<file path="src/rtl/ps2mct_pkg.sv">
`timescale 1ns / 1ps
`default_nettype none

package ps2mct_pkg;

  // Coordinate width default
  localparam int unsigned COORD_BITS_DEF = 12;

  // Configuration port
  localparam int unsigned CFG_W     = 13;
  localparam int unsigned CFG_IDX_W = 1;
  localparam logic [CFG_IDX_W-1:0] CFG_SCREEN_WIDTH  = 1'd0;
  localparam logic [CFG_IDX_W-1:0] CFG_SCREEN_HEIGHT = 1'd1;
  localparam logic [CFG_W-1:0] SCREEN_WIDTH_RST  = 13'd1024;
  localparam logic [CFG_W-1:0] SCREEN_HEIGHT_RST = 13'd768;

  // Cursor reset position, truncated to the coordinate width where used
  localparam int unsigned POS_X_RST = 512;
  localparam int unsigned POS_Y_RST = 384;

  // Word fields
  localparam int unsigned RX_W  = 8;
  localparam int unsigned OUT_W = 12;
  localparam int unsigned BTN_W = 3;

  // Flags byte layout
  localparam int unsigned SYNC_BIT  = 3;
  localparam int unsigned XSIGN_BIT = 4;
  localparam int unsigned YSIGN_BIT = 5;

  // 9-bit delta, negated for Y, needs 10 bits signed
  localparam int unsigned DELTA_W = 10;

  typedef struct packed {
    logic                      good;
    logic [BTN_W-1:0]          buttons;
    logic signed [DELTA_W-1:0] dx;
    logic signed [DELTA_W-1:0] dy;
  } pkt_t;

endpackage

`default_nettype wire

</file>
<file path="src/rtl/ps2mct_if.sv">
`timescale 1ns / 1ps
`default_nettype none

interface ps2mct_byte_if import ps2mct_pkg::*; ();
  logic            valid;
  logic            ready;
  logic [RX_W-1:0] rx_byte;

  modport source (output valid, output rx_byte, input ready);
  modport sink   (input valid, input rx_byte, output ready);
endinterface

interface ps2mct_cursor_if import ps2mct_pkg::*; ();
  logic             valid;
  logic             ready;
  logic [OUT_W-1:0] cursor_x;
  logic [OUT_W-1:0] cursor_y;
  logic [BTN_W-1:0] button_bits;

  modport source (output valid, output cursor_x, output cursor_y, output button_bits,
                  input ready);
  modport sink   (input valid, input cursor_x, input cursor_y, input button_bits,
                  output ready);
endinterface

`default_nettype wire

</file>
<file path="src/rtl/ps2mct_assemble.sv">
`timescale 1ns / 1ps
`default_nettype none

module ps2mct_assemble import ps2mct_pkg::*; (
  input  wire logic            clk_i,
  input  wire logic            rst_ni,
  input  wire logic            step_i,
  input  wire logic [RX_W-1:0] byte_i,
  output pkt_t                 pkt_o
);

  localparam logic [1:0] BYTE_FLAGS = 2'd0;
  localparam logic [1:0] BYTE_DX    = 2'd1;
  localparam logic [1:0] BYTE_DY    = 2'd2;

  logic [1:0]      byte_pos_q, byte_pos_d;
  logic [RX_W-1:0] held_q [2];
  logic [RX_W:0]   dx_raw, dy_raw;

  // Counter wraps after three words, no resync
  always_comb begin
    unique case (byte_pos_q)
      BYTE_FLAGS: byte_pos_d = BYTE_DX;
      BYTE_DX:    byte_pos_d = BYTE_DY;
      default:    byte_pos_d = BYTE_FLAGS;
    endcase
  end

  always_ff @(posedge clk_i or negedge rst_ni) begin
    if (!rst_ni) begin
      byte_pos_q <= BYTE_FLAGS;
    end else if (step_i) begin
      byte_pos_q <= byte_pos_d;
    end
  end

  always_ff @(posedge clk_i) begin
    if (step_i && byte_pos_q == BYTE_FLAGS) begin
      held_q[0] <= byte_i;
    end
    if (step_i && byte_pos_q == BYTE_DX) begin
      held_q[1] <= byte_i;
    end
  end

  assign dx_raw = {held_q[0][XSIGN_BIT], held_q[1]};
  assign dy_raw = {held_q[0][YSIGN_BIT], byte_i};

  always_comb begin
    pkt_o.good    = (byte_pos_q == BYTE_DY) && held_q[0][SYNC_BIT];
    pkt_o.buttons = held_q[0][BTN_W-1:0];
    pkt_o.dx      = DELTA_W'($signed(dx_raw));
    pkt_o.dy      = -DELTA_W'($signed(dy_raw));
  end

endmodule

`default_nettype wire

</file>
<file path="src/rtl/ps2mct_axis.sv">
`timescale 1ns / 1ps
`default_nettype none

module ps2mct_axis import ps2mct_pkg::*; #(
  parameter int unsigned COORD_BITS = COORD_BITS_DEF
) (
  input  wire logic [COORD_BITS-1:0]    pos_i,
  input  wire logic signed [DELTA_W-1:0] delta_i,
  input  wire logic [CFG_W-1:0]         size_i,
  output logic [COORD_BITS-1:0]         pos_o
);

  localparam int unsigned CMP_W = (COORD_BITS + 1 > CFG_W) ? COORD_BITS + 1 : CFG_W;
  localparam int unsigned SUM_W = COORD_BITS + 2;

  logic [CMP_W-1:0]        size_ext;
  logic [CMP_W-1:0]        range;
  logic [COORD_BITS-1:0]   max_pos;
  logic signed [SUM_W-1:0] sum;

  // Highest legal coordinate: size 0 pins at 0, oversize saturates
  always_comb begin
    size_ext = CMP_W'(size_i);
    range    = CMP_W'(1) << COORD_BITS;
    if (size_ext == '0) begin
      max_pos = '0;
    end else if (size_ext > range) begin
      max_pos = '1;
    end else begin
      max_pos = COORD_BITS'(size_ext - CMP_W'(1));
    end
  end

  assign sum = $signed({2'b00, pos_i}) + SUM_W'(delta_i);

  always_comb begin
    if (sum[SUM_W-1]) begin
      pos_o = '0;
    end else if (sum > $signed({2'b00, max_pos})) begin
      pos_o = max_pos;
    end else begin
      pos_o = sum[COORD_BITS-1:0];
    end
  end

endmodule

`default_nettype wire

</file>
<file path="src/rtl/ps2_mouse_packet_cursor_tracker.sv">
`timescale 1ns / 1ps
`default_nettype none

// The third byte of a packet is held in the input register, then its cursor
//   word in the output register, which offers it.
// Throughput: one byte per cycle while the output is not stalled; the only loop
//   is the position add and clamp. Reset (async, active low): byte counter 0,
//   screen 1024 x 768, cursor at 512 / 384, both pipeline registers empty.
module ps2_mouse_packet_cursor_tracker import ps2mct_pkg::*; #(
  parameter int unsigned COORD_BITS = COORD_BITS_DEF
) (
  input  wire logic                 clk_i,
  input  wire logic                 rst_ni,
  input  wire logic                 cfg_we_i,
  input  wire logic [CFG_IDX_W-1:0] cfg_idx_i,
  input  wire logic [CFG_W-1:0]     cfg_data_i,
  ps2mct_byte_if.sink               rx_i,
  ps2mct_cursor_if.source           cursor_o
);

  // Screen size registers
  logic [CFG_W-1:0] width_q, height_q;

  // Input stage
  logic            s1_valid_q, s1_valid_d;
  logic [RX_W-1:0] s1_byte_q;
  logic            s1_adv;

  // Packet decode and cursor state
  pkt_t                  pkt;
  logic [COORD_BITS-1:0] pos_x_q, pos_y_q;
  logic [COORD_BITS-1:0] pos_x_d, pos_y_d;
  logic                  pkt_take;

  // Output register
  logic             out_valid_q, out_valid_d;
  logic [OUT_W-1:0] out_x_q, out_y_q;
  logic [BTN_W-1:0] out_btn_q;

  // ---------------------------------------------------------------------
  // Configuration: the user writes only while idle (not enforced), no read-back
  // ---------------------------------------------------------------------
  always_ff @(posedge clk_i or negedge rst_ni) begin
    if (!rst_ni) begin
      width_q  <= SCREEN_WIDTH_RST;
      height_q <= SCREEN_HEIGHT_RST;
    end else if (cfg_we_i) begin
      unique case (cfg_idx_i)
        CFG_SCREEN_WIDTH:  width_q  <= cfg_data_i;
        CFG_SCREEN_HEIGHT: height_q <= cfg_data_i;
        default: ;
      endcase
    end
  end

  // ---------------------------------------------------------------------
  // Handshake. A word in the input stage moves on when it yields nothing
  // (first two bytes, or a packet without sync) or when the output register
  // is free or being drained this cycle.
  // ---------------------------------------------------------------------
  assign s1_adv     = s1_valid_q && (!pkt.good || !out_valid_q || cursor_o.ready);
  assign rx_i.ready = !s1_valid_q || s1_adv;
  assign pkt_take   = s1_adv && pkt.good;

  always_comb begin
    s1_valid_d = s1_valid_q;
    if (rx_i.valid && rx_i.ready) begin
      s1_valid_d = 1'b1;
    end else if (s1_adv) begin
      s1_valid_d = 1'b0;
    end
  end

  always_ff @(posedge clk_i or negedge rst_ni) begin
    if (!rst_ni) begin
      s1_valid_q <= 1'b0;
    end else begin
      s1_valid_q <= s1_valid_d;
    end
  end

  always_ff @(posedge clk_i) begin
    if (rx_i.valid && rx_i.ready) begin
      s1_byte_q <= rx_i.rx_byte;
    end
  end

  // ---------------------------------------------------------------------
  // Packet assembly: counter plus the two held bytes; decodes on byte 2
  // ---------------------------------------------------------------------
  ps2mct_assemble u_assemble (
    .clk_i  (clk_i),
    .rst_ni (rst_ni),
    .step_i (s1_adv),
    .byte_i (s1_byte_q),
    .pkt_o  (pkt)
  );

  // ---------------------------------------------------------------------
  // Add and clamp per axis. Y delta arrives already negated (rows grow down).
  // ---------------------------------------------------------------------
  ps2mct_axis #(.COORD_BITS(COORD_BITS)) u_axis_x (
    .pos_i   (pos_x_q),
    .delta_i (pkt.dx),
    .size_i  (width_q),
    .pos_o   (pos_x_d)
  );

  ps2mct_axis #(.COORD_BITS(COORD_BITS)) u_axis_y (
    .pos_i   (pos_y_q),
    .delta_i (pkt.dy),
    .size_i  (height_q),
    .pos_o   (pos_y_d)
  );

  // Cursor is only touched by a good packet; a resize leaves it alone
  always_ff @(posedge clk_i or negedge rst_ni) begin
    if (!rst_ni) begin
      pos_x_q <= COORD_BITS'(POS_X_RST);
      pos_y_q <= COORD_BITS'(POS_Y_RST);
    end else if (pkt_take) begin
      pos_x_q <= pos_x_d;
      pos_y_q <= pos_y_d;
    end
  end

  // ---------------------------------------------------------------------
  // Output register
  // ---------------------------------------------------------------------
  always_comb begin
    out_valid_d = out_valid_q;
    if (pkt_take) begin
      out_valid_d = 1'b1;
    end else if (cursor_o.ready) begin
      out_valid_d = 1'b0;
    end
  end

  always_ff @(posedge clk_i or negedge rst_ni) begin
    if (!rst_ni) begin
      out_valid_q <= 1'b0;
    end else begin
      out_valid_q <= out_valid_d;
    end
  end

  always_ff @(posedge clk_i) begin
    if (pkt_take) begin
      out_x_q   <= OUT_W'(pos_x_d);
      out_y_q   <= OUT_W'(pos_y_d);
      out_btn_q <= pkt.buttons;
    end
  end

  assign cursor_o.valid       = out_valid_q;
  assign cursor_o.cursor_x    = out_x_q;
  assign cursor_o.cursor_y    = out_y_q;
  assign cursor_o.button_bits = out_btn_q;

  // ---------------------------------------------------------------------
  // Assertions
  // ---------------------------------------------------------------------
  a_out_from_pkt: assert property (@(posedge clk_i) disable iff (!rst_ni)
    $rose(out_valid_q) |-> $past(pkt_take))
    else $error("output word without a good packet");

  a_out_tracks_pos: assert property (@(posedge clk_i) disable iff (!rst_ni)
    pkt_take |=> (out_x_q == OUT_W'(pos_x_q)) && (out_y_q == OUT_W'(pos_y_q)))
    else $error("output word differs from cursor state");

  a_stall_cause: assert property (@(posedge clk_i) disable iff (!rst_ni)
    !rx_i.ready |-> (s1_valid_q && pkt.good && out_valid_q && !cursor_o.ready))
    else $error("input stalled without a blocked result");

  a_pos_hold: assert property (@(posedge clk_i) disable iff (!rst_ni)
    !pkt_take |=> $stable(pos_x_q) && $stable(pos_y_q))
    else $error("cursor moved without a good packet");

endmodule

`default_nettype wire
</file>
<file path="src/flat_wrapper.sv">
// flat-port wrapper written by rule: the top's interface ports become plain ports
module ps2_mouse_packet_cursor_tracker_flat import ps2mct_pkg::*;
#(
  parameter int unsigned COORD_BITS = COORD_BITS_DEF
)
  (clk_i, rst_ni, cfg_we_i, cfg_idx_i, cfg_data_i, rx_i_valid, rx_i_rx_byte, rx_i_ready, cursor_o_valid, cursor_o_cursor_x, cursor_o_cursor_y, cursor_o_button_bits, cursor_o_ready);
  ps2mct_byte_if rx_i_i ();
  ps2mct_cursor_if cursor_o_i ();
  input  wire logic clk_i;
  input  wire logic rst_ni;
  input  wire logic cfg_we_i;
  input  wire logic [CFG_IDX_W-1:0] cfg_idx_i;
  input  wire logic [CFG_W-1:0] cfg_data_i;
  input wire logic [$bits(rx_i_i.valid)-1:0] rx_i_valid;
  input wire logic [$bits(rx_i_i.rx_byte)-1:0] rx_i_rx_byte;
  output wire logic [$bits(rx_i_i.ready)-1:0] rx_i_ready;
  output wire logic [$bits(cursor_o_i.valid)-1:0] cursor_o_valid;
  output wire logic [$bits(cursor_o_i.cursor_x)-1:0] cursor_o_cursor_x;
  output wire logic [$bits(cursor_o_i.cursor_y)-1:0] cursor_o_cursor_y;
  output wire logic [$bits(cursor_o_i.button_bits)-1:0] cursor_o_button_bits;
  input wire logic [$bits(cursor_o_i.ready)-1:0] cursor_o_ready;
  assign rx_i_i.valid = rx_i_valid;
  assign rx_i_i.rx_byte = rx_i_rx_byte;
  assign rx_i_ready = rx_i_i.ready;
  assign cursor_o_valid = cursor_o_i.valid;
  assign cursor_o_cursor_x = cursor_o_i.cursor_x;
  assign cursor_o_cursor_y = cursor_o_i.cursor_y;
  assign cursor_o_button_bits = cursor_o_i.button_bits;
  assign cursor_o_i.ready = cursor_o_ready;
  ps2_mouse_packet_cursor_tracker #(.COORD_BITS(COORD_BITS)) u_core (.clk_i(clk_i), .rst_ni(rst_ni), .cfg_we_i(cfg_we_i), .cfg_idx_i(cfg_idx_i), .cfg_data_i(cfg_data_i), .rx_i(rx_i_i), .cursor_o(cursor_o_i));
endmodule
</file>
<file path="config.mk">
export PLATFORM = sky130hd
export DESIGN_NAME = ps2_mouse_packet_cursor_tracker_flat
export DESIGN_NICKNAME = d
export VERILOG_FILES = /design/src/rtl/ps2mct_pkg.sv /design/src/rtl/ps2mct_if.sv /design/src/rtl/ps2mct_assemble.sv /design/src/rtl/ps2mct_axis.sv /design/src/rtl/ps2_mouse_packet_cursor_tracker.sv /design/src/flat_wrapper.sv
export SDC_FILE = /design/constraint.sdc
export NUM_CORES = 1
export LEC_CHECK = 0
export BUFFER_PORTS_ARGS = -buffer_cell sky130_fd_sc_hd__buf_2
export CAP_MARGIN = 10
export CORE_MARGIN = 8
export CORE_UTILIZATION = 60
export DETAILED_ROUTE_END_ITERATION = 6
export PLACE_DENSITY = 0.8
export SYNTH_ARGS = -nofsm -noshare
export SYNTH_HDL_FRONTEND = slang
export SYNTH_HIERARCHICAL = 1
export SYNTH_SLANG_ARGS = --single-unit
</file>
<file path="constraint.sdc">
create_clock -name clk_i -period 5.8 [get_ports clk_i]
set_clock_uncertainty 0.1 [all_clocks]
set_input_delay 0.87 -clock clk_i [delete_from_list [all_inputs] [get_ports clk_i]]
set_output_delay 0.87 -clock clk_i [all_outputs]
set_load 0.03 [all_outputs]
</file>
# Word-level counts from Yosys, hierarchy flattened
# Memories as Yosys holds them, arrays and structs flattened.
# Index checks and enable logic that the tools add are counted.
[totals]
register_bits = 89
latch_bits = 0
ramBits = 16
rom_bits = 0
elab_cells = 64
mem_count = 1
[memory_table]
columns = ["memory", "words", "word_bits", "rd", "rd_clocked_by_memory_dff", "write_ports", "line", "rtl"]
rows = [
  ["u_core.u_assemble.held_q", 2, 8, 2, 0, 1, "ps2mct_assemble.sv:17", "logic [RX_W-1:0] held_q [2];"],
]
[classes]
addsub = 5
mul = 0
div = 0
order_cmp = 4
n_eq_ne = 2
shift = 0
muxes = 20
n_bitwise = 1
n_reduce_logical = 20
[ops]
columns = ["cell", "n"]
rows = [
  ["$mux 12", 8],
  ["$gt 14x13->1", 2],
  ["$gt 13x13->1 const B", 2],
  ["$logic_not 13->1", 2],
  ["$sub 12x1->12 const B", 2],
  ["$add 13x10->14", 1],
  ["$add 13x9->14", 1],
  ["$mux 1", 10],
  ["$neg 9->10", 1],
  ["$mux 8", 1],
  ["$reduce_or 8->1", 1],
  ["$logic_and 1x1->1", 6],
  ["$pmux 2 s2", 1],
  ["$reduce_and 2->1", 2],
  ["$reduce_bool 2->1", 2],
  ["$logic_not 1->1", 3],
  ["$logic_or 1x1->1", 3],
  ["$eq 2x1->1 const B", 1],
  ["$eq 2x2->1 const B", 1],
  ["$logic_not 2->1", 1],
  ["$not 1->1", 1],
]

# Depth between registers and ports, before layout
# Gate-level depths: netlist of the first run.
[logic_depth]
word_depth = 11
mapped_depth = 22
mapped_depth_nobuf = 21

# Modules after synthesis
# The synthesis of the first run kept the hierarchy.
[by_module_without_submodules]
columns = ["mod", "n_inst", "cells_per_inst", "area_per_inst_um2", "seq_area_each_um2"]
rows = [
  ["ps2_mouse_packet_cursor_tracker", 1, 151, 3128.0, 2359.8],
  ["ps2mct_axis", 2, 195, 1390.1, 0.0],
  ["ps2mct_assemble", 1, 59, 764.5, 470.5],
]

# Worst setup path before layout of the first run
# Ideal clock, no wire load.
[synth_path]
kind = "reg-to-reg"
from = "register u_core.s1_byte_q[0]"
to = "register u_core.pos_y_q[5]"
setup_ns = 0.125
arrival_ns = 4.328
required_ns = 5.575
path_slack_ns = 1.247
stages_incl_launch_ff = 20
path_buffers = 1
period_less_slack_ns = 4.553
path_cell_list = "edfxtp_1 > inv_1 > ha_1 > xnor2_1 > ha_1 > nor2b_1 > o31a_1 > o41a_1 > o41ai_1 > xor2_1 > inv_1 > ha_1 > o21ai_0 > nor2_1 > o311ai_2 > nand2_1 > a22oi_2 > buf_4 > o21ai_0 > mux2_4"
[synth_rtl]
columns = ["element", "line", "rtl"]
rows = [
  ["start: declaration", "ps2_mouse_packet_cursor_tracker.sv:26", "logic [RX_W-1:0] s1_byte_q;"],
  ["start signal: assignment", "ps2_mouse_packet_cursor_tracker.sv:84", "s1_byte_q <= rx_i.rx_byte;"],
  ["end signal: assignment", "ps2_mouse_packet_cursor_tracker.sv:120", "pos_y_q <= COORD_BITS'(POS_Y_RST);"],
  ["end signal: assignment", "ps2_mouse_packet_cursor_tracker.sv:123", "pos_y_q <= pos_y_d;"],
  ["end: declaration", "ps2_mouse_packet_cursor_tracker.sv:31", "logic [COORD_BITS-1:0] pos_x_q, pos_y_q;"],
]

==> reports/metrics.csv, run 1 <==
metric,value,unit
postcts setup bufs,0,
gpl congestion,0.944,
"Hold-fix buffers, CTS",0,
P_leak,3.07,nW
GRT Overall Usage,0.200,
worst hold margin,0.332,ns
post-synth top area share,0.221,
fmax,187,MHz
Hold Path End,u_core/cursor_o.button_bits[1]$_DFFE_PP_,
Initial DRC Count,253,
Routed Antenna Nets,0,
die area,14800,um^2
ANT cells,0,
Via density,5.96,
H-tree depth,3,
RSZ-0062 raised after global routing,no,
Total Power,0.00335,W
fin crit period,5.33,ns
Post-synth EDFFs,49,
status,completed,
clock root buffer,clkbuf_8,
drt wl/cell,17.9,um
CP Class,flop to flop,
Fill cells,817,
Final #Nets,729,
ys async rst share,0.524,
"area leader, netlist",edfxtp_1,
number of antenna violations at the first check in global routing,0,
Slew headroom,0.356,
drt first pass iters,7,
CP Data Required Time,5.98,ns
most common library cell in the layout ignoring fill and taps,buf_2,
"Hold Vio Cnt, Final",0,
crit path capture type,flop,
Detailed Route WL,14100,um
Post-DP HPWL,10800,um
Worst R2R End,u_core/pos_y_q[3]$_DFFE_PN0P_,
synthesized flop and latch total,103,
dominant synthesized flop cell,edfxtp_1,
Critical R2R Launch,u_core/s1_byte_q[0]$_DFFE_PP_,
cts bufs inserted,9,
I/O Buffers,55,
clock-pin slew on the worst setup and hold paths,0.10,ns
Pwr Density,471,nW/um^2
Clock Tree Buf Depth,2,
final global-route overflow total,0,
Post-Syn Nets,684,
Core Box Area,10800,um^2
Hold Path Stages,0,
Synth area leaders,"edfxtp_1, dfrtp_1, ha_1, mux2_2, mux2_4",
Boundary Pins,56,
Final period util,0.920,
max-cap check violation count,0,
via count,4707,
row count,38,
Die Ht,121,um
"commonest non-fill, non-tap cells in the layout","buf_2, ha_1, edfxtp_1",
first-pass GRT wire length,23300,um
CTS Sinks,103,
worst skew pair latency,0.38,ns
maximum VDD drop,0.000273,V
Post-CTS Resized,0,
worst min path class,flop to flop,
Die X-Extent,121,um
share of layout cells above drive strength 1,0.220,
largest net degree at the start of global routing,55,
setup TNS,0,ns
vias in the first global route,4867,
CP max FO,12,
YS warnings,6,
Worst EP arrival,5.51,ns
sequential area share after synthesis,0.424,
final number of max-transition violations,0,
Post-Syn Area,6670,um^2
Syn Inst Count,600,
CTS tree,built,
synthesis-to-layout area growth,6.73,%
worst-case reg-to-reg path depth,18,
DRC Markers,0,
post-synth cell types,57,
Worst setup SP type,flop,
syn avg cell area,11.1,um^2
Worst-Margin Slew,0.965,ns
Setup Viol. Count Final,0,
Starting Density,0.616,
worst hold start,u_core/u_assemble/held_q[0][1]$_DFFE_PP_,
FF-to-FF setup slack,0.47,ns
[cells in the mapped netlist (3+ instances only)]
| cell type | number |
|---|---|
| dfstp_2 | 6 |
| o21a_1 | 6 |
| and2_1 | 3 |
| a31oi_1 | 5 |
| a21o_1 | 14 |
| ha_1 | 55 |
| edfxtp_1 | 49 |
| nor2b_1 | 4 |
| mux2_4 | 19 |
| a21oi_1 | 22 |
| o211ai_1 | 14 |
| o21ai_1 | 4 |
| and3_1 | 4 |
| mux2_2 | 31 |
| xor2_1 | 19 |
| inv_1 | 41 |
| buf_4 | 17 |
| nand4_1 | 4 |
| o41a_1 | 4 |
| nand3b_1 | 3 |
| a21boi_0 | 3 |
| nor3_4 | 3 |
| nor3_1 | 21 |
| dfrtp_1 | 48 |
| o22ai_1 | 12 |
| nor2_1 | 40 |
| nand2_1 | 20 |
| a211oi_1 | 4 |
| nand3_1 | 7 |
| o21ai_0 | 36 |
| nand2b_1 | 7 |
| xnor2_1 | 24 |
| maj3_1 | 4 |
| o21bai_1 | 6 |
[worst max-delay path, stage by stage (launching register included)]
cell and delay (ns):
edfxtp_1 0.47, inv_1 0.07, ha_1 0.26, xnor2_1 0.15
ha_1 0.34, nor2b_1 0.16, o31a_1 0.27, o41a_1 0.37
o41ai_1 0.31, xor2_1 0.22, inv_1 0.06, ha_1 0.29
o21ai_0 0.23, nor2_1 0.09, o311ai_2 0.64, nand2_1 0.13
a22oi_2 0.55, o21ai_0 0.23, mux2_4 0.30
[logic make-up after synthesis]
| family | Yosys count | synth area share |
|---|---|---|
| AOI/OAI and AO/OA | 148 | 0.151 |
| xor gates and xnor gates | 43 | 0.0564 |
| adders and majority gates | 61 | 0.115 |
| buffers and inverters | 65 | 0.0534 |
| DFF | 103 | 0.424 |
| muxes | 52 | 0.0981 |
| and+or+nand+nor | 128 | 0.102 |
[where the power goes]
group          internal [W]  switching (W)  total [W]  leakage, nW
combinational      0.000764        0.00106    0.00183         1.86
clock              0.000172       0.000253   0.000425       0.0943
sequential         0.000986       0.000112    0.00110         1.11
[layout make-up]
| class | count | area, um^2 | area share |
|---|---|---|---|
| multi-input combinational | 432 | 3490 | 0.489 |
| sequential | 103 | 2830 | 0.397 |
| timing repair buffer | 58 | 295 | 0.0415 |
| tap | 140 | 175 | 0.0246 |
| inverter | 41 | 154 | 0.0216 |
| clock buffer | 11 | 141 | 0.0199 |
| clock inverter | 5 | 40.0 | 0.00562 |
[worst max-delay path by stage]
| stage | startpoint | to | slack (ns) |
|---|---|---|---|
| final | u_core/s1_byte_q[0]$_DFFE_PP_ | u_core/pos_y_q[3]$_DFFE_PN0P_ | 0.47 |
| after global routing | u_core/s1_byte_q[0]$_DFFE_PP_ | u_core/pos_y_q[3]$_DFFE_PN0P_ | 0.1 |
| after CTS | u_core/s1_byte_q[0]$_DFFE_PP_ | u_core/pos_y_q[3]$_DFFE_PN0P_ | 0.51 |
| after detailed placement | u_core/s1_byte_q[0]$_DFFE_PP_ | u_core/pos_y_q[3]$_DFFE_PN0P_ | 0.51 |
| after global placement | u_core/s1_byte_q[0]$_DFFE_PP_ | u_core/pos_y_q[3]$_DFFE_PN0P_ | 0.72 |
| after floorplan | u_core/s1_byte_q[0]$_DFFE_PP_ | u_core/pos_y_q[5]$_DFFE_PN0P_ | 1.25 |
[per-stage QoR]
| stage | setup WS, ns | utilization | cell area [um^2] | instances |
|---|---|---|---|---|
| finish | 0.466 | 0.657 | 7120 | 790 |
| global route | 0.0979 | 0.657 | 7120 | 790 |
| CTS | 0.506 | 0.657 | 7120 | 789 |
| detailed placement | 0.507 | 0.640 | 6940 | 773 |
| global placement | 0.720 | 0.640 | 6940 | 773 |
| floorplan | 1.25 | - | 6670 | 600 |
[flip-flops by register name, summed over array words and instances, names as in the netlist, 2 cells and up]
signal and cells:
u_core/u_assemble/held_q 14, u_core/height_q 13, u_core/width_q 13, u_core/cursor_o.cursor_x 12
u_core/cursor_o.cursor_y 12, u_core/pos_x_q 12, u_core/pos_y_q 12, u_core/s1_byte_q 8
u_core/cursor_o.button_bits 3, u_core/u_assemble/byte_pos_q 2
[routing by layer]
metal,part of all wire,track usage,vias up
li1,-,-,2293
met2,0.51,0.346,109
met1,0.41,0.227,2270
met3,0.041,0.0442,35
met5,0,0,-
met4,0.032,0.0987,0
Note: power is estimated with default switching activity, not from simulation.
==> run 2, diff against run 1 <==
Settings changed: CORE_UTILIZATION 60 to 55, PLACE_DENSITY 0.8 to 0.77.
Clock period 5.8 ns to 4.8 ns, I/O delays scaled along.
==> reports/metrics.csv, run 2 (synthesized netlist as in run 1, its figures left out) <==
metric,value,unit
"CP delay by family, top",compound AO/OA/AOI/OAI gates,
setup TNS,-0.0113,ns
Boundary Pins,56,
most used routing layer,met2,
worst skew pair latency,0.35,ns
synthesis-to-layout area growth,12.6,%
CP startpoint,u_core/s1_byte_q[1]$_DFFE_PP_,
grt met2 use,0.313,
final number of max-transition violations,0,
"commonest non-fill, non-tap cells in the layout","buf_2, ha_1, edfxtp_1",
Final period util,1.00,
final global-route overflow total,0,
gpl congestion,0.915,
via count,4887,
worst path cell trace,inv_2 > ha_4 > xnor2_2 > ha_1 > buf_4 > o21ai_1 > o21bai_1 > a21oi_2 > o21ai_2 > a31oi_1 > xor2_1 > inv_1 > ha_1 > nand4_1 > or4_4 > o311ai_4 > nand2_1 > a22oi_2 > buf_4 > o22ai_1 > mux2_2,
vias in the first global route,4845,
cts bufs inserted,9,
drt first pass iters,5,
die area,15900,um^2
fin crit period,4.81,ns
RSZ-0062 raised after global routing,yes,
register area,2830,um^2
P_leak,3.24,nW
Worst-Margin Slew,1.02,ns
multi-input logic area,3610,um^2
worst-case reg-to-reg path depth,21,
Critical R2R Launch,u_core/s1_byte_q[1]$_DFFE_PP_,
GRT Overall Usage,0.183,
CP max stage delay,0.56,ns
max-cap check violation count,0,
Hold Path End,u_core/cursor_o.button_bits[2]$_DFFE_PP_,
Detailed Route WL,14700,um
CP Data Required Time,4.94,ns
clock root buffer,clkbuf_16,
Biggest register,u_core/u_assemble/held_q,
DRC Markers,0,
Routed Antenna Nets,0,
status,"finished, violations left",
Worst setup SP type,flop,
Clock Tree Buf Depth,2,
Starting Density,0.560,
Fill cells,929,
failing checks,setup timing,
share of layout cells above drive strength 1,0.271,
ANT cells,0,
CP Class,flop to flop,
most common library cell in the layout ignoring fill and taps,buf_2,
met3 GRT Util,0.0359,
Pwr Density,588,nW/um^2
crit path capture type,flop,
Worst R2R End,u_core/pos_y_q[1]$_DFFE_PN0P_,
Hold Path Stages,0,
fmax,208,MHz
maximum VDD drop,0.000341,V
number of antenna violations at the first check in global routing,0,
first-pass GRT wire length,23500,um
Die Ht,126,um
max FFs per register,14,
CP max FO,5,
Post-DP HPWL,10800,um
FF-to-FF setup slack,-0.007,ns
Post-DP Area,7010,um^2
"Hold Vio Cnt, Final",0,
I/O Buffers,55,
Bufs and invs on worst path,4,
H-tree depth,3,
Slew headroom,0.321,
largest net degree at the start of global routing,55,
Final #Nets,751,
Worst EP arrival,4.94,ns
CTS tree,built,
biggest regs,"u_core/u_assemble/held_q (14), u_core/height_q (13), u_core/width_q (13)",
worst min path class,flop to flop,
worst hold start,u_core/u_assemble/held_q[0][2]$_DFFE_PP_,
drt wl/cell,17.9,um
final setup margin,-0.00741,ns
Via density,5.97,
CP max stage cell,or4_4,
clock-pin slew on the worst setup and hold paths,0.07,ns
cell area after layout,7510,um^2
Setup Viol. Count Final,2,
row count,40,
Initial DRC Count,314,
Core Box Area,11900,um^2
Die X-Extent,126,um
grt met1 use,0.213,
CTS Sinks,103,
==> run 2: where the power goes <==
group          switching, W  internal [W]
registers          0.000131       0.00119
clock network      0.000318      0.000351
logic               0.00138       0.00105
total               0.00182       0.00259
==> run 2: timing repair <==
item                       4_1_cts  5_1_grt
setup endpoints to repair       11       24
hold endpoints to repair         0        0
hold buffers                     0        0
pin swaps                        0       14
buffers inserted                 1       13
gates resized for setup          1       32
==> run 2: worst register-to-register path: stages (launching register included) <==
cell      delay, ns
edfxtp_1       0.42
inv_2          0.07
ha_4           0.18
xnor2_2        0.13
ha_1           0.33
buf_4          0.16
o21ai_1        0.19
o21bai_1       0.12
a21oi_2        0.21
o21ai_2        0.11
a31oi_1        0.20
xor2_1         0.30
inv_1          0.08
ha_1           0.30
nand4_1        0.15
or4_4          0.56
o311ai_4       0.10
nand2_1        0.13
a22oi_2        0.29
buf_4          0.19
o22ai_1        0.09
mux2_2         0.28
==> run 2: metal layers <==
metal,vias to the layer above,part of all wire
met5,-,0
met4,0,0.033
met3,41,0.037
met2,117,0.52
met1,2394,0.41
li1,2335,-
==> run 2: worst max-delay path by stage <==
stage	endpoint	slack, ns	cells after the start
after floorplan	u_core/pos_y_q[5]$_DFFE_PN0P_	0.25	19
after global placement	u_core/pos_y_q[9]$_DFFE_PN0P_	0.11	20
after detailed placement	u_core/pos_y_q[3]$_DFFE_PN0P_	-0.04	20
after CTS	u_core/pos_y_q[3]$_DFFE_PN0P_	0.001	20
after global routing	u_core/pos_y_q[1]$_DFFE_PN0P_	-0.17	21
final	u_core/pos_y_q[1]$_DFFE_PN0P_	-0.007	21
==> run 2: cell type report <==
type / count / share of cell area
Clock buffer: 11 / 0.0310
Clock inverter: 5 / 0.00433
Inverter: 41 / 0.0205
Multi-Input combinational cell: 432 / 0.480
Sequential cell: 103 / 0.377
Tap cell: 147 / 0.0245
Timing Repair Buffer: 80 / 0.0626
==> run 2: per-stage QoR <==
stage	std cells	hold WS, ns	utilization	setup WS [ns]	total power (W)
global route	819	0.346	0.631	-0.170	0.00473
CTS	806	0.338	0.612	0.000953	0.00429
floorplan	600	0.324	-	0.247	0.00304
global placement	789	0.312	0.589	0.108	0.00348
finish	819	0.331	0.631	-0.00741	0.00442
detailed placement	789	0.324	0.589	-0.0388	0.00358
==> run 3, diff against run 2 <==
Settings changed: CORE_MARGIN 8 to 2.
==> reports/metrics.csv, run 3 (synthesized netlist as in run 1, its figures left out) <==
metric,value,unit
Boundary Pins,56,
Starting Density,0.560,
Clock Tree Buf Depth,2,
biggest regs,"u_core/u_assemble/held_q (14), u_core/height_q (13), u_core/width_q (13)",
CP max stage delay,0.43,ns
H-tree depth,3,
cell area after layout,7560,um^2
Fill cells,917,
Final #Nets,751,
Die X-Extent,114,um
worst-case reg-to-reg path depth,20,
Slew headroom,0.337,
worst hold margin,0.325,ns
share of layout cells above drive strength 1,0.275,
Worst EP arrival,4.88,ns
most common library cell in the layout ignoring fill and taps,buf_2,
CP Data Required Time,4.94,ns
row count,40,
Biggest register,u_core/u_assemble/held_q,
Pint,0.00268,W
GRT Overall Usage,0.233,
Sw Pwr,0.00187,W
die area,13000,um^2
worst path cell trace,buf_4 > nor2_1 > nand2_1 > xor2_1 > ha_1 > o21a_1 > o31a_1 > o41a_1 > o41ai_2 > xor2_1 > inv_1 > ha_4 > nand2_1 > or4_4 > o311ai_4 > nand2_1 > a22oi_2 > buf_6 > o22ai_2 > mux2_2,
clock root buffer,clkbuf_16,
vias in the first global route,4941,
I/O Buffers,55,
Total Power,0.00456,W
P_leak,3.26,nW
final setup margin,0.0647,ns
cts bufs inserted,9,
Die Ht,114,um
CP max stage cell,edfxtp_1,
Placement Setup Slack,0.0652,ns
gpl congestion,0.901,
Pwr Density,603,nW/um^2
"commonest non-fill, non-tap cells in the layout","buf_2, ha_1, edfxtp_1",
CTS Sinks,103,
fmax,211,MHz
"Hold-fix buffers, CTS",0,
cell mode on critical path,nand2_1,
synthesis-to-layout area growth,13.3,%
CP max FO,7,
Critical R2R Launch,u_core/s1_byte_q[3]$_DFFE_PP_,
Via density,5.95,
Post-DP Area,7010,um^2
Setup Viol. Count Final,0,
first-pass GRT wire length,23800,um
max FFs per register,14,
status,completed,
maximum VDD drop,0.000390,V
drt wl/cell,18.1,um
"Hold Vio Cnt, Final",0,
part of the power in registers,0.291,
worst hold start,u_core/u_assemble/held_q[0][1]$_DFFE_PP_,
Switching Fraction,0.411,
CP startpoint,u_core/s1_byte_q[3]$_DFFE_PP_,
Worst setup SP type,flop,
Worst-Margin Slew,0.995,ns
number of antenna violations at the first check in global routing,0,
worst min path class,flop to flop,
drt first pass iters,4,
final number of max-transition violations,0,
clock-pin slew on the worst setup and hold paths,0.07,ns
ANT cells,0,
worst skew pair latency,0.35,ns
multi-input logic area,3610,um^2
Core Box Area,11900,um^2
Initial DRC Count,311,
DRC Markers,0,
crit path capture type,flop,
Hold Path Stages,0,
Routed Antenna Nets,0,
clock share of power,0.165,
CTS tree,built,
via count,4875,
register area,2830,um^2
Comb pwr share,0.544,
largest net degree at the start of global routing,55,
final global-route overflow total,0,
max-cap check violation count,0,
Detailed Route WL,14800,um
Post-DP HPWL,10800,um
fin crit period,4.74,ns
Final period util,0.987,
CP Class,flop to flop,
## run 3: changes by cell type in the layout (fill, tap and decap cells not counted), sizes merged
| cell | previous run | this run |
|---|---|---|
| clkbuf | 11 | 12 |
| clkinv | 2 | 1 |
| clkinvlp | 2 | 1 |
| inv | 42 | 43 |
## run 3: area by class of cell
cell class	count	share of cell area
inverter	41	0.0204
clock buffer	12	0.0369
tap	147	0.0243
clock inverter	4	0.00447
sequential	103	0.374
timing repair buffer	80	0.0622
multi-input combinational	432	0.477
## run 3: metrics by stage
step,setup TNS [ns],std cells,utilization
floorplan,0,600,-
global placement,0,789,0.589
detailed placement,0,789,0.589
CTS,0,805,0.615
global route,-0.675,819,0.635
finish,0,819,0.635
## run 3: per-layer routing
metal / vias up / GRT usage / routed length, um
li1: 2337 / - / -
met2: 123 / 0.407 / 7700
met5: - / 0 / 0
met3: 36 / 0.0519 / 541
met4: 0 / 0.0902 / 476
met1: 2379 / 0.281 / 6080
## run 3: repair_timing
action | in CTS | in global routing
gates resized for setup | 0 | 32
setup endpoints to repair | 0 | 28
setup buffers | 0 | 14
## run 3: final timing paths
path                       slack, ns                                  endpoint
max                             0.06             u_core/pos_y_q[0]$_DFFE_PN0P_
max in group asynchronous       3.71             u_core/pos_y_q[5]$_DFFE_PN0P_
min                             0.33  u_core/cursor_o.button_bits[1]$_DFFE_PP_
max reg2reg                     0.06             u_core/pos_y_q[0]$_DFFE_PN0P_
min reg2reg                     0.33  u_core/cursor_o.button_bits[1]$_DFFE_PP_
min in group asynchronous       0.41             u_core/width_q[6]$_DFFE_PN0P_
## run 3: power groups by stage
| stage | sequential, W | clock [W] | combinational (W) |
|---|---|---|---|
| final | 0.00133 | 0.000751 | 0.00248 |
| after global placement | 0.00134 | 0 | 0.00214 |
| after detailed placement | 0.00134 | 0 | 0.00226 |
| after floorplan | 0.00135 | 0 | 0.00170 |
| after global routing | 0.00135 | 0.000805 | 0.00272 |
| after CTS | 0.00133 | 0.000771 | 0.00228 |
## run 3: critical path, delay by kind of cell, from the launching register on
family / cells / cell delay (ns)
AOI/OAI and AO/OA: 7 / 1.48
and+or+nand+nor: 5 / 0.85
adders and majority gates: 2 / 0.64
buffers and inverters: 3 / 0.45
DFF: 1 / 0.43
xor gates and xnor gates: 2 / 0.40
muxes: 1 / 0.28
